File: config.mk
export PLATFORM = sky130hd
export DESIGN_NAME = card_block_read_sequencer_flat
export DESIGN_NICKNAME = d
export VERILOG_FILES = /design/src/hdl/cbrs_pkg.sv /design/src/hdl/cbrs_req_if.sv /design/src/hdl/cbrs_res_if.sv /design/src/hdl/card_block_read_sequencer.sv /design/src/flat_wrapper.sv
export SDC_FILE = /design/constraint.sdc
export NUM_CORES = 1
export LEC_CHECK = 0
export BUFFER_PORTS_ARGS = -buffer_cell sky130_fd_sc_hd__buf_2
export CORE_UTILIZATION = 40
export CTS_CLUSTER_DIAMETER = 200
export DETAILED_ROUTE_END_ITERATION = 8
export RECOVER_POWER = 100
export SETUP_SLACK_MARGIN = 0.3
export SLEW_MARGIN = 20
export SYNTH_ARGS = -nofsm -noshare
export SYNTH_HDL_FRONTEND = slang
export SYNTH_SLANG_ARGS = --single-unit
File: constraint.sdc
create_clock -name clk -period 4.85 [get_ports clk]
set_input_delay 1.455 -clock clk [delete_from_list [all_inputs] [get_ports clk]]
set_output_delay 1.455 -clock clk [all_outputs]
set_load 0.02 [all_outputs]
File: src/hdl/cbrs_pkg.sv
// ----------------------------------------------------------------------------
// cbrs_pkg: card block read sequencer package
// Field widths, action and phase codes, card status words and the table of
// the five file blocks read from the card.
// ----------------------------------------------------------------------------
package cbrs_pkg;

  // field widths of the request and result channels
  localparam int SW_W    = 16;
  localparam int CHUNK_W = 9;
  localparam int ACT_W   = 3;
  localparam int BYTE_W  = 8;
  localparam int DLEN_W  = 3;
  localparam int BLK_W   = 3;
  localparam int COUNT_W = 12;
  localparam int PH_W    = 2;

  localparam logic [BLK_W-1:0] NBLOCKS = 3'd5;

  // request types
  localparam logic REQ_START    = 1'b0;
  localparam logic REQ_RESPONSE = 1'b1;

  // actions
  localparam logic [ACT_W-1:0] ACT_SELECT   = 3'd0;
  localparam logic [ACT_W-1:0] ACT_PREPARE  = 3'd1;
  localparam logic [ACT_W-1:0] ACT_READ     = 3'd2;
  localparam logic [ACT_W-1:0] ACT_MORE     = 3'd3;
  localparam logic [ACT_W-1:0] ACT_COMPLETE = 3'd4;
  localparam logic [ACT_W-1:0] ACT_FAILED   = 3'd5;
  localparam logic [ACT_W-1:0] ACT_IGNORED  = 3'd6;

  // sequencer phases
  localparam logic [PH_W-1:0] PH_IDLE    = 2'd0;
  localparam logic [PH_W-1:0] PH_SELECT  = 2'd1;
  localparam logic [PH_W-1:0] PH_PREPARE = 2'd2;
  localparam logic [PH_W-1:0] PH_READ    = 2'd3;

  // card status words
  localparam logic [SW_W-1:0] SW_OK   = 16'h9100;
  localparam logic [SW_W-1:0] SW_MORE = 16'h91AF;

  // command bytes
  localparam logic [BYTE_W-1:0] INS_SELECT   = 8'h5A;
  localparam logic [BYTE_W-1:0] INS_PREPARE  = 8'hF5;
  localparam logic [BYTE_W-1:0] INS_MORE     = 8'hAF;
  localparam logic [BYTE_W-1:0] FILE_SELECT  = 8'h01;
  localparam logic [DLEN_W-1:0] DLEN_SELECT  = 3'd3;
  localparam logic [DLEN_W-1:0] DLEN_PREPARE = 3'd1;
  localparam logic [DLEN_W-1:0] DLEN_MORE    = 3'd0;

  typedef struct packed {
    logic [BYTE_W-1:0] file;
    logic [BYTE_W-1:0] ins;
    logic [DLEN_W-1:0] rdlen;
    logic [7:0]        expect_len;   // 0 when no fixed size
    logic              rec16;        // size must be a multiple of 16
    logic              required;
  } blk_info_t;

  typedef struct packed {
    logic [ACT_W-1:0]   action;
    logic [BYTE_W-1:0]  cmd_ins;
    logic [BYTE_W-1:0]  file_id;
    logic [DLEN_W-1:0]  cmd_data_len;
    logic [BLK_W-1:0]   block_number;
    logic [COUNT_W-1:0] bytes_so_far;
  } res_t;

  function automatic blk_info_t blk_info(input logic [BLK_W-1:0] b);
    blk_info_t r;
    r = '0;
    case (b)
      3'd0: r = '{file: 8'h07, ins: 8'hBD, rdlen: 3'd7, expect_len: 8'd32,
                  rec16: 1'b0, required: 1'b1};
      3'd1: r = '{file: 8'h04, ins: 8'hBD, rdlen: 3'd7, expect_len: 8'd96,
                  rec16: 1'b0, required: 1'b1};
      3'd2: r = '{file: 8'h02, ins: 8'hBD, rdlen: 3'd7, expect_len: 8'd96,
                  rec16: 1'b0, required: 1'b1};
      3'd3: r = '{file: 8'h03, ins: 8'hBB, rdlen: 3'd7, expect_len: 8'd0,
                  rec16: 1'b1, required: 1'b1};
      3'd4: r = '{file: 8'h01, ins: 8'h6C, rdlen: 3'd1, expect_len: 8'd4,
                  rec16: 1'b0, required: 1'b0};
      default: r = '0;
    endcase
    return r;
  endfunction

endpackage

File: src/hdl/cbrs_req_if.sv
// ----------------------------------------------------------------------------
// cbrs_req_if: request channel of the card block read sequencer
// Start requests and card responses, valid/ready handshake.
// ----------------------------------------------------------------------------
interface cbrs_req_if;
  logic                         valid;
  logic                         ready;
  logic                         req_type;
  logic                         transport_error;
  logic [cbrs_pkg::SW_W-1:0]    status_word;
  logic [cbrs_pkg::CHUNK_W-1:0] chunk_length;

  modport source (output valid, output req_type, output transport_error,
                  output status_word, output chunk_length, input ready);
  modport sink   (input valid, input req_type, input transport_error,
                  input status_word, input chunk_length, output ready);
endinterface

File: src/hdl/cbrs_res_if.sv
// ----------------------------------------------------------------------------
// cbrs_res_if: result channel of the card block read sequencer
// Next command or final verdict, valid/ready handshake.
// ----------------------------------------------------------------------------
interface cbrs_res_if;
  logic                         valid;
  logic                         ready;
  logic [cbrs_pkg::ACT_W-1:0]   action;
  logic [cbrs_pkg::BYTE_W-1:0]  cmd_ins;
  logic [cbrs_pkg::BYTE_W-1:0]  file_id;
  logic [cbrs_pkg::DLEN_W-1:0]  cmd_data_len;
  logic [cbrs_pkg::BLK_W-1:0]   block_number;
  logic [cbrs_pkg::COUNT_W-1:0] bytes_so_far;

  modport source (output valid, output action, output cmd_ins, output file_id,
                  output cmd_data_len, output block_number, output bytes_so_far,
                  input ready);
  modport sink   (input valid, input action, input cmd_ins, input file_id,
                  input cmd_data_len, input block_number, input bytes_so_far,
                  output ready);
endinterface

File: src/hdl/card_block_read_sequencer.sv
// Sequences the reading of five fixed file blocks from a contactless card. A
// start request yields a select command; every card response request yields
// the next command (prepare, read, read more) or the verdict (complete,
// failed), or ignored when it does not fit the current phase. Exactly one
// result per request. Throughput is one request per clock unless a held
// result stalls it. A request passes the request register, then the result
// register, with the response decode and saturating byte count between
// them. The phase, block index and byte count update as a request moves into
// the result register, so the next request sees the new state.
// ----------------------------------------------------------------------------
// card_block_read_sequencer: top level
// Request register, response decode with phase/block/length state, result
// register.
// ----------------------------------------------------------------------------
module card_block_read_sequencer #(
  parameter int LENGTH_BITS = 12
) (
  input logic         clk,
  input logic         rst_n,
  cbrs_req_if.sink    in_req,
  cbrs_res_if.source  out_res
);

  localparam int CW = LENGTH_BITS + 1;
  localparam logic [LENGTH_BITS-1:0] MAX_LEN = '1;

  // request register
  logic                         in_v_r;
  logic                         in_type_r;
  logic                         in_terr_r;
  logic [cbrs_pkg::SW_W-1:0]    in_sw_r;
  logic [cbrs_pkg::CHUNK_W-1:0] in_chunk_r;

  // result register
  logic           out_v_r;
  cbrs_pkg::res_t res_r;
  cbrs_pkg::res_t res_nxt;

  // sequencer state
  logic [cbrs_pkg::PH_W-1:0]  phase_r, phase_nxt;
  logic [cbrs_pkg::BLK_W-1:0] block_index_r, block_index_nxt;
  logic [LENGTH_BITS-1:0]     block_length_r, block_length_nxt;

  logic                       advance;
  logic                       in_ready;
  logic [cbrs_pkg::BLK_W-1:0] idx_inc;
  cbrs_pkg::blk_info_t        blk, nblk, blk0;
  logic [LENGTH_BITS-1:0]     room;
  logic [LENGTH_BITS-1:0]     len_upd;
  logic                       len_bad;
  logic                       do_next;
  logic                       do_fail;
  logic [LENGTH_BITS-1:0]     fail_len;

  assign advance  = in_v_r && (!out_v_r || out_res.ready);
  assign in_ready = !in_v_r || advance;
  assign in_req.ready = in_ready;

  assign out_res.valid        = out_v_r;
  assign out_res.action       = res_r.action;
  assign out_res.cmd_ins      = res_r.cmd_ins;
  assign out_res.file_id      = res_r.file_id;
  assign out_res.cmd_data_len = res_r.cmd_data_len;
  assign out_res.block_number = res_r.block_number;
  assign out_res.bytes_so_far = res_r.bytes_so_far;

  assign idx_inc = block_index_r + 3'd1;
  assign blk     = cbrs_pkg::blk_info(block_index_r);
  assign nblk    = cbrs_pkg::blk_info(idx_inc);
  assign blk0    = cbrs_pkg::blk_info('0);

  // saturating byte count of a read response
  assign room    = MAX_LEN - block_length_r;
  assign len_upd = (CW'(in_chunk_r) >= {1'b0, room}) ? MAX_LEN
                 : block_length_r + LENGTH_BITS'(in_chunk_r);
  assign len_bad = ((blk.expect_len != 8'd0) &&
                    (len_upd != LENGTH_BITS'(blk.expect_len))) ||
                   (blk.rec16 && (len_upd[3:0] != 4'd0));

  always_comb begin
    phase_nxt        = phase_r;
    block_index_nxt  = block_index_r;
    block_length_nxt = block_length_r;
    res_nxt          = '0;
    res_nxt.action   = cbrs_pkg::ACT_IGNORED;
    do_next          = 1'b0;
    do_fail          = 1'b0;
    fail_len         = block_length_r;

    if (in_type_r == cbrs_pkg::REQ_START) begin
      if (phase_r == cbrs_pkg::PH_IDLE) begin
        block_index_nxt      = '0;
        block_length_nxt     = '0;
        phase_nxt            = cbrs_pkg::PH_SELECT;
        res_nxt.action       = cbrs_pkg::ACT_SELECT;
        res_nxt.cmd_ins      = cbrs_pkg::INS_SELECT;
        res_nxt.file_id      = cbrs_pkg::FILE_SELECT;
        res_nxt.cmd_data_len = cbrs_pkg::DLEN_SELECT;
      end
    end else if (phase_r == cbrs_pkg::PH_IDLE) begin
      res_nxt.action = cbrs_pkg::ACT_IGNORED;
    end else if (in_terr_r) begin
      do_fail = 1'b1;
    end else if (phase_r == cbrs_pkg::PH_SELECT) begin
      if (in_sw_r == cbrs_pkg::SW_OK) begin
        block_index_nxt      = '0;
        block_length_nxt     = '0;
        phase_nxt            = cbrs_pkg::PH_PREPARE;
        res_nxt.action       = cbrs_pkg::ACT_PREPARE;
        res_nxt.cmd_ins      = cbrs_pkg::INS_PREPARE;
        res_nxt.file_id      = blk0.file;
        res_nxt.cmd_data_len = cbrs_pkg::DLEN_PREPARE;
      end else begin
        do_fail = 1'b1;
      end
    end else if (block_index_r >= cbrs_pkg::NBLOCKS) begin
      do_fail = 1'b1;
    end else if (phase_r == cbrs_pkg::PH_PREPARE) begin
      if (in_sw_r == cbrs_pkg::SW_OK) begin
        block_length_nxt     = '0;
        phase_nxt            = cbrs_pkg::PH_READ;
        res_nxt.action       = cbrs_pkg::ACT_READ;
        res_nxt.cmd_ins      = blk.ins;
        res_nxt.file_id      = blk.file;
        res_nxt.cmd_data_len = blk.rdlen;
        res_nxt.block_number = block_index_r;
      end else if (!blk.required) begin
        do_next = 1'b1;
      end else begin
        do_fail = 1'b1;
      end
    end else begin
      // waiting for read data
      block_length_nxt = len_upd;
      fail_len         = len_upd;
      if (in_sw_r == cbrs_pkg::SW_MORE) begin
        res_nxt.action       = cbrs_pkg::ACT_MORE;
        res_nxt.cmd_ins      = cbrs_pkg::INS_MORE;
        res_nxt.cmd_data_len = cbrs_pkg::DLEN_MORE;
        res_nxt.block_number = block_index_r;
        res_nxt.bytes_so_far = cbrs_pkg::COUNT_W'(len_upd);
      end else if (in_sw_r == cbrs_pkg::SW_OK) begin
        if (len_bad && blk.required) begin
          do_fail = 1'b1;
        end else begin
          do_next = 1'b1;
        end
      end else if (!blk.required) begin
        do_next = 1'b1;
      end else begin
        do_fail = 1'b1;
      end
    end

    if (do_fail) begin
      phase_nxt            = cbrs_pkg::PH_IDLE;
      res_nxt              = '0;
      res_nxt.action       = cbrs_pkg::ACT_FAILED;
      res_nxt.block_number = block_index_r;
      res_nxt.bytes_so_far = cbrs_pkg::COUNT_W'(fail_len);
    end else if (do_next) begin
      block_index_nxt  = idx_inc;
      block_length_nxt = '0;
      res_nxt          = '0;
      if (idx_inc >= cbrs_pkg::NBLOCKS) begin
        phase_nxt      = cbrs_pkg::PH_IDLE;
        res_nxt.action = cbrs_pkg::ACT_COMPLETE;
      end else begin
        phase_nxt            = cbrs_pkg::PH_PREPARE;
        res_nxt.action       = cbrs_pkg::ACT_PREPARE;
        res_nxt.cmd_ins      = cbrs_pkg::INS_PREPARE;
        res_nxt.file_id      = nblk.file;
        res_nxt.cmd_data_len = cbrs_pkg::DLEN_PREPARE;
        res_nxt.block_number = idx_inc;
      end
    end
  end

  always_ff @(posedge clk) begin
    if (!rst_n) begin
      in_v_r         <= 1'b0;
      out_v_r        <= 1'b0;
      phase_r        <= cbrs_pkg::PH_IDLE;
      block_index_r  <= '0;
      block_length_r <= '0;
    end else begin
      if (in_ready) begin
        in_v_r <= in_req.valid;
      end
      if (advance) begin
        out_v_r        <= 1'b1;
        phase_r        <= phase_nxt;
        block_index_r  <= block_index_nxt;
        block_length_r <= block_length_nxt;
      end else if (out_res.ready) begin
        out_v_r <= 1'b0;
      end
    end
  end

  always_ff @(posedge clk) begin
    if (in_ready && in_req.valid) begin
      in_type_r  <= in_req.req_type;
      in_terr_r  <= in_req.transport_error;
      in_sw_r    <= in_req.status_word;
      in_chunk_r <= in_req.chunk_length;
    end
    if (advance) begin
      res_r <= res_nxt;
    end
  end

`ifndef SYNTHESIS
  // a verdict always returns the sequencer to idle
  a_verdict_idle: assert property (@(posedge clk) disable iff (!rst_n)
    advance && (res_nxt.action == cbrs_pkg::ACT_COMPLETE ||
                res_nxt.action == cbrs_pkg::ACT_FAILED)
    |=> phase_r == cbrs_pkg::PH_IDLE)
    else $error("verdict did not return to idle");

  // while a run is active the block index stays inside the table
  a_index_range: assert property (@(posedge clk) disable iff (!rst_n)
    phase_r != cbrs_pkg::PH_IDLE |-> block_index_r < cbrs_pkg::NBLOCKS)
    else $error("block index out of range in active phase");

  // a select result starts a run at block zero
  a_select_start: assert property (@(posedge clk) disable iff (!rst_n)
    advance && res_nxt.action == cbrs_pkg::ACT_SELECT
    |=> phase_r == cbrs_pkg::PH_SELECT && block_index_r == '0 &&
        block_length_r == '0)
    else $error("select did not start a run");

  // a read result leaves the sequencer waiting for read data with no bytes
  a_read_wait: assert property (@(posedge clk) disable iff (!rst_n)
    advance && res_nxt.action == cbrs_pkg::ACT_READ
    |=> phase_r == cbrs_pkg::PH_READ && block_length_r == '0)
    else $error("read command without read phase");

  // the request side only stalls while a request is held
  a_stall_held: assert property (@(posedge clk) disable iff (!rst_n)
    !in_ready |-> in_v_r && out_v_r)
    else $error("request side stalled with nothing held");
`endif

endmodule

File: src/flat_wrapper.sv
// flat-port wrapper written by rule: the top's interface ports become plain ports
module card_block_read_sequencer_flat 
#(
  parameter int LENGTH_BITS = 12
)
  (clk, rst_n, in_req_valid, in_req_req_type, in_req_transport_error, in_req_status_word, in_req_chunk_length, in_req_ready, out_res_valid, out_res_action, out_res_cmd_ins, out_res_file_id, out_res_cmd_data_len, out_res_block_number, out_res_bytes_so_far, out_res_ready);
  cbrs_req_if in_req_i ();
  cbrs_res_if out_res_i ();
  input logic clk;
  input logic rst_n;
  input wire logic [$bits(in_req_i.valid)-1:0] in_req_valid;
  input wire logic [$bits(in_req_i.req_type)-1:0] in_req_req_type;
  input wire logic [$bits(in_req_i.transport_error)-1:0] in_req_transport_error;
  input wire logic [$bits(in_req_i.status_word)-1:0] in_req_status_word;
  input wire logic [$bits(in_req_i.chunk_length)-1:0] in_req_chunk_length;
  output wire logic [$bits(in_req_i.ready)-1:0] in_req_ready;
  output wire logic [$bits(out_res_i.valid)-1:0] out_res_valid;
  output wire logic [$bits(out_res_i.action)-1:0] out_res_action;
  output wire logic [$bits(out_res_i.cmd_ins)-1:0] out_res_cmd_ins;
  output wire logic [$bits(out_res_i.file_id)-1:0] out_res_file_id;
  output wire logic [$bits(out_res_i.cmd_data_len)-1:0] out_res_cmd_data_len;
  output wire logic [$bits(out_res_i.block_number)-1:0] out_res_block_number;
  output wire logic [$bits(out_res_i.bytes_so_far)-1:0] out_res_bytes_so_far;
  input wire logic [$bits(out_res_i.ready)-1:0] out_res_ready;
  assign in_req_i.valid = in_req_valid;
  assign in_req_i.req_type = in_req_req_type;
  assign in_req_i.transport_error = in_req_transport_error;
  assign in_req_i.status_word = in_req_status_word;
  assign in_req_i.chunk_length = in_req_chunk_length;
  assign in_req_ready = in_req_i.ready;
  assign out_res_valid = out_res_i.valid;
  assign out_res_action = out_res_i.action;
  assign out_res_cmd_ins = out_res_i.cmd_ins;
  assign out_res_file_id = out_res_i.file_id;
  assign out_res_cmd_data_len = out_res_i.cmd_data_len;
  assign out_res_block_number = out_res_i.block_number;
  assign out_res_bytes_so_far = out_res_i.bytes_so_far;
  assign out_res_i.ready = out_res_ready;
  card_block_read_sequencer #(.LENGTH_BITS(LENGTH_BITS)) u_core (.clk(clk), .rst_n(rst_n), .in_req(in_req_i), .out_res(out_res_i));
endmodule
# [Yosys cells after proc, flatten, opt, wreduce, memory -nomap -nowiden]
# Cells that the tools add are included.
# Widths: inputs -> output; s select.
[word_totals] regBits=83 latchBits=0 ram_bits=0 rom_bits=0 input_bits=31 output_inout_bits=39 word_cells=154 n_memories=0
[op_classes] addsub=3 n_mul=0 div_mod_pow=0 order_cmp=3 n_eq_ne=16 n_shift=0 mux=97 n_bitwise=0 n_reduce_logical=20
[ops] op="$pmux 24 s5" n=2
[ops] op="$mux 12" n=18
[ops] op="$mux 25" n=7
[ops] op="$mux 37" n=3
[ops] op="$mux 22" n=5
[ops] op="$mux 18" n=6
[ops] op="$mux 15" n=4
[ops] op="$mux 34" n=1
[ops] op="$eq 16x16->1 const B" n=2
[ops] op="$mux 3" n=10
[ops] op="$mux 1" n=25
[ops] op="$mux 2" n=12
[ops] op="$mux 11" n=2
[ops] op="$add 12x9->12" n=1
[ops] op="$eq 3x2->1 const B" n=4
[ops] op="$ge 9x12->1" n=1
[ops] op="$ne 12x8->1" n=1
[ops] op="$reduce_bool 4->1" n=3
[ops] op="$sub 12x12->12 const A" n=1
[ops] op="$mux 8" n=1
[ops] op="$ne 4x4->1 const B" n=2
[ops] op="$reduce_bool 8->1" n=1
[ops] op="$reduce_and 7->1" n=1
[ops] op="$eq 3x1->1 const B" n=2
[ops] op="14 further kinds" n=24

# [Longest topological paths before layout]
[logic_depth] ltp_word=18 mapped_depth=14 ltp_nobuf=13

# [Worst setup path after synthesis]
# No wires, ideal clock.
[synth_timing] path_type="input to register" start="input port out_res_ready" end="register u_core.block_length_r[5]" setup_time_ns=0.070 arrival_ns=3.430 slack_ns=1.350 stages=8 path_buffers=1 cell_sequence="nor2b_1 nand2b_1 clkbuf_1 inv_1 nand3_1 nor3_1 inv_1 o2bb2ai_1"
[synth_between] elab_chain_cells=2
[synth_rtl] item="start, declared" line="flat_wrapper.sv:24" source="input wire logic [$bits(out_res_i.ready)-1:0] out_res_ready;"
[synth_rtl] item="$logic_or 1x1->1" line="card_block_read_sequencer.sv:55" source="assign advance = in_v_r && (!out_v_r || out_res.ready);"
[synth_rtl] item="$logic_and 1x1->1" line="card_block_read_sequencer.sv:55"
[synth_rtl] item="via u_core.advance" line="card_block_read_sequencer.sv:44" source="logic advance;"
[synth_rtl] item="end signal, assigned" line="card_block_read_sequencer.sv:194" source="block_length_r <= block_length_nxt;"
[synth_rtl] item="end, declared" line="card_block_read_sequencer.sv:42" source="logic [LENGTH_BITS-1:0] block_length_r, block_length_nxt;"
# The timed path passes the listed nets, and every way through them passes these cells.
# A chain may end at the register's enable or synchronous reset.

==> results.md <==
- CP Class: reg -> reg
- Final WL: ~11 mm
- Ant diodes: 0
- Highest metal used: met4
- Syn Inst Count: 450
- Arr. time, crit path: ~4.3 ns
- Dpl cell area: between 4000 and 5000 sq um
- GRT overflow: 0
- Largest net degree at the start of global routing: 38
- Ys Warns: 0
- WL/cell: between 15 and 20 microns
- Post-CTS Hold Fix Bufs: 0
- Crit share post-route: slightly below 90%
- CTS max path bufs: 2
- Pins Over Slew Limit: 66
- Worst slack, placed: approximately 0.84 ns
- Post-route cell area: 5046 sq um
- Share of cells above drive strength 1: 10.68%
- Hpwl dp: approximately 8.1 mm
- Ys flop type: edfxtp_1
- Setup Buffers After CTS: 0
- Worst Path Required: slightly below 5 ns
- Most numerous cell on the critical path: a211oi_1
- #FFs+latches synth: 77
- CTS buffer count: 9
- Resized cells post-CTS: 0
- Async SR Flop Fraction: 0%
- Worst setup SP type: flip-flop
- Initial Util: a little over 40%
- Final Util: roughly 46%
- Clock skew: approximately 0.0093 ns
- Die H: about 110 microns
- Nets@finish: about 560
- Die area: about 12000 sq um
- Clock Sink Count: between 70 and 80
- Worst-Skew Late Latency: 0.36 ns
- WL met3: 679 microns
- P_sw: 0.3433 mW
- Vias in the first global route: approximately 3400
- Metal2 WL: approximately 4.7 mm
- DRT iter0 DRCs: 264
- Total global-route track usage: approximately a fifth
- Global-route wire length before repair: 17.14 mm
- Failing checks: max-capacitance violations, max-slew violations
- Pre-antenna DRT Iters: 4
- Delay-heaviest family, CP: compound AO/OA/AOI/OAI gates
- PwrDens: about 280 nW/um^2
- WL met1: about 5.1 mm
- Sw Share: about a quarter
- Antenna Violating Nets Remaining: 0
- Reg clk slew, reported paths: about 0.070 ns
- Mean Syn Cell Area: 9.990 sq um
- Worst path cell trace: ha_1, inv_1, fa_1, nand2b_1, a21oi_1, o22ai_1, a211oi_1, nand4b_1, nor4_1, a211oi_1, o21ai_2, o21ai_0, a22o_1
- Post-route minimum period: between 4 and 5 ns
- Slew Limit Headroom: -21.79%
- Final Hold Vio Count: 0
- Number of placed cells counting well taps: roughly 640
- Clock share of power: 36.9%
- Critical Path Max Stage Delay: 0.47 ns
- CP Max Fanout: 12
- Slew @ Worst Pin: between 1.5 and 2 ns
- RSZ-0062 raised after global routing: no
- Number of synthesized flops with an enable pin: 58
- Final setup viols: 0
- CORE AREA: around 11000 sq um
- Run status: complete, but fails checks
- Initial antenna violation count: 0
- Synth cell types: a little under 70
- Setup ws final: about 0.62 ns
- I/O pins: 70
- Vias: between 3000 and 4000
- Type of the tightest min-delay check: reg -> reg
- Seq/Total Area, Yosys: roughly 47%
- Setup total negative slack: 0 ns
- # port buffers: 64
- Sequential share of power: between 50% and 60%
- Area growth syn-to-layout: 12.25%
- Combinational cell fraction of total power: 10.1%
- Syn Std Cell Area: roughly 4500 sq um
- VDD IR max: 0.0001547 V
- Max-cap violations: 2
- Die Wd: between 100 and 150 microns
- Buf/Inv on CP: 1
- H-tree levels: 3
- Global placer's final weighted congestion: roughly 0.9
- CTS tree: yes
- Slowest CP cell: fa_1
- Worst Setup End Kind: flip-flop
- DRC errors left: 0
- Row cnt: 38
- Clk root buf: clkbuf_8
- Layout Cells excl Fill: around 660
- P_int: 1.073 mW
- Via density: ~5.6
- Lkg Pwr: around 1.9 nW
- Fmax: around 240 MHz
==> through the flow <==
stage / hold WS [ns] / power [mW]
2_1_floorplan: 0.4515 / 0.8685
3_3_place_gp: 0.4661 / 0.9104
3_5_place_dp: 0.4833 / 0.9122
4_1_cts: 0.4955 / 1.432
5_1_grt: 0.5149 / 1.481
6_report: 0.4951 / 1.416
==> path summary, 6_finish.rpt <==
kind	from	endpoint	slack, ns	depth (start not counted)
worst max-delay path	u_core.block_length_r[0]$_SDFFE_PN0P_	u_core.out_res.bytes_so_far[11]$_DFFE_PP_	0.62	13
worst min-delay path	u_core.phase_r[0]$_SDFFE_PN0P_	u_core.phase_r[0]$_SDFFE_PN0P_	0.50	2
worst max register to register	u_core.block_length_r[0]$_SDFFE_PN0P_	u_core.out_res.bytes_so_far[11]$_DFFE_PP_	0.62	13
worst min register to register	u_core.phase_r[0]$_SDFFE_PN0P_	u_core.phase_r[0]$_SDFFE_PN0P_	0.50	2
==> layout by cell type (no fill, tap or decap), types with 5 or more instances in the layout <==
| cell | count |
|---|---|
| a211oi_1 | 6 |
| a21o_1 | 7 |
| a21oi_1 | 25 |
| a22o_1 | 15 |
| a31oi_1 | 5 |
| and2_1 | 6 |
| buf_2 | 30 |
| clkbuf_1 | 37 |
| clkbuf_8 | 9 |
| conb_1 | 5 |
| dfxtp_1 | 19 |
| edfxtp_1 | 58 |
| ha_1 | 20 |
| inv_1 | 18 |
| nand2_1 | 39 |
| nand2b_1 | 9 |
| nand3_1 | 10 |
| nand4_1 | 7 |
| nor2_1 | 43 |
| nor2b_1 | 6 |
| nor3_1 | 15 |
| o21ai_0 | 23 |
| o22ai_1 | 7 |
| o2bb2ai_1 | 5 |
| xnor2_1 | 8 |
| xor2_1 | 5 |
==> worst min-delay path, cell delays in order, from the launching register on <==
cell	delay [ns]
dfxtp_1	0.34
nand2_1	0.06
mux2i_1	0.05
==> power by group through the flow <==
stage | Combinational [mW] | Clock, mW | Sequential (mW)
final | 0.142 | 0.522 | 0.751
after global routing | 0.158 | 0.569 | 0.754
after CTS | 0.147 | 0.535 | 0.750
after detailed placement | 0.147 | 0 | 0.765
after global placement | 0.146 | 0 | 0.764
after floorplan | 0.0895 | 0 | 0.779
==> final cells by class <==
type	instances	area [sq um]
Inverter	18	67.56
Sequential cell	77	2122
Tap cell	140	175.2
Clock inverter	5	76.32
Clock buffer	11	131.4
Multi-Input combinational cell	338	2185
Timing Repair Buffer	66	289.0
Fill cell	1052	5842
==> metal layers <==
metal / vias to the layer above / global-route usage, %
met5: - / 0
met4: 0 / 6.947
met3: 14 / 5.184
met2: 130 / 29.12
met1: 1718 / 26.55
li1: 1808 / -
==> flip-flops by register name (all words and copies together), names as in the netlist, 7 cells and up <==
register and flops:
u_core.in_sw_r 16, u_core.out_res.bytes_so_far 12, u_core.out_res.cmd_ins 7, u_core.in_chunk_r 9, u_core.block_length_r 12
==> cells by family after synthesis <==
kind of cell | share of synthesized area, %
multiplexers | 0.8907
adder cells (fa/ha/maj) | 6.012
AND/OR/NAND/NOR | 18.68
buffers and inverters | 4.314
other | 0.08342
XOR/XNOR | 2.533
AO/OA/AOI/OAI | 20.29
flip-flops | 47.20
==> cell usage after synthesis (all sizes together) (3+ instances only) <==
| cell type | n | share of area, % |
|---|---|---|
| o31ai | 4 | 0.67 |
| a21oi | 27 | 3.3 |
| nor2b | 6 | 0.84 |
| o22ai | 7 | 0.97 |
| buf | 14 | 2.2 |
| inv | 18 | 1.5 |
| a22o | 15 | 2.9 |
| a31oi | 5 | 0.70 |
| a211oi | 6 | 1.0 |
| mux2i | 4 | 0.89 |
| nand3 | 10 | 1.1 |
| edfxtp | 58 | 39 |
| or3 | 4 | 0.56 |
| nand4b | 3 | 0.58 |
| clkbuf | 7 | 0.58 |
| xnor2 | 8 | 1.6 |
| o2bb2ai | 5 | 0.97 |
| and2 | 8 | 1.1 |
| o21ai | 24 | 2.8 |
| dfxtp | 19 | 8.5 |
| nand2b | 9 | 1.3 |
| nand4 | 7 | 0.97 |
| nor3 | 15 | 1.7 |
| a21o | 7 | 1.2 |
| nor4 | 3 | 0.42 |
| o211ai | 4 | 0.67 |
| nand2 | 39 | 3.3 |
| nor2 | 44 | 3.7 |
| nor3b | 4 | 0.67 |
| ha | 20 | 5.6 |
| xor2 | 5 | 0.97 |
| or4 | 3 | 0.50 |
(Power assumes the default switching activity.)
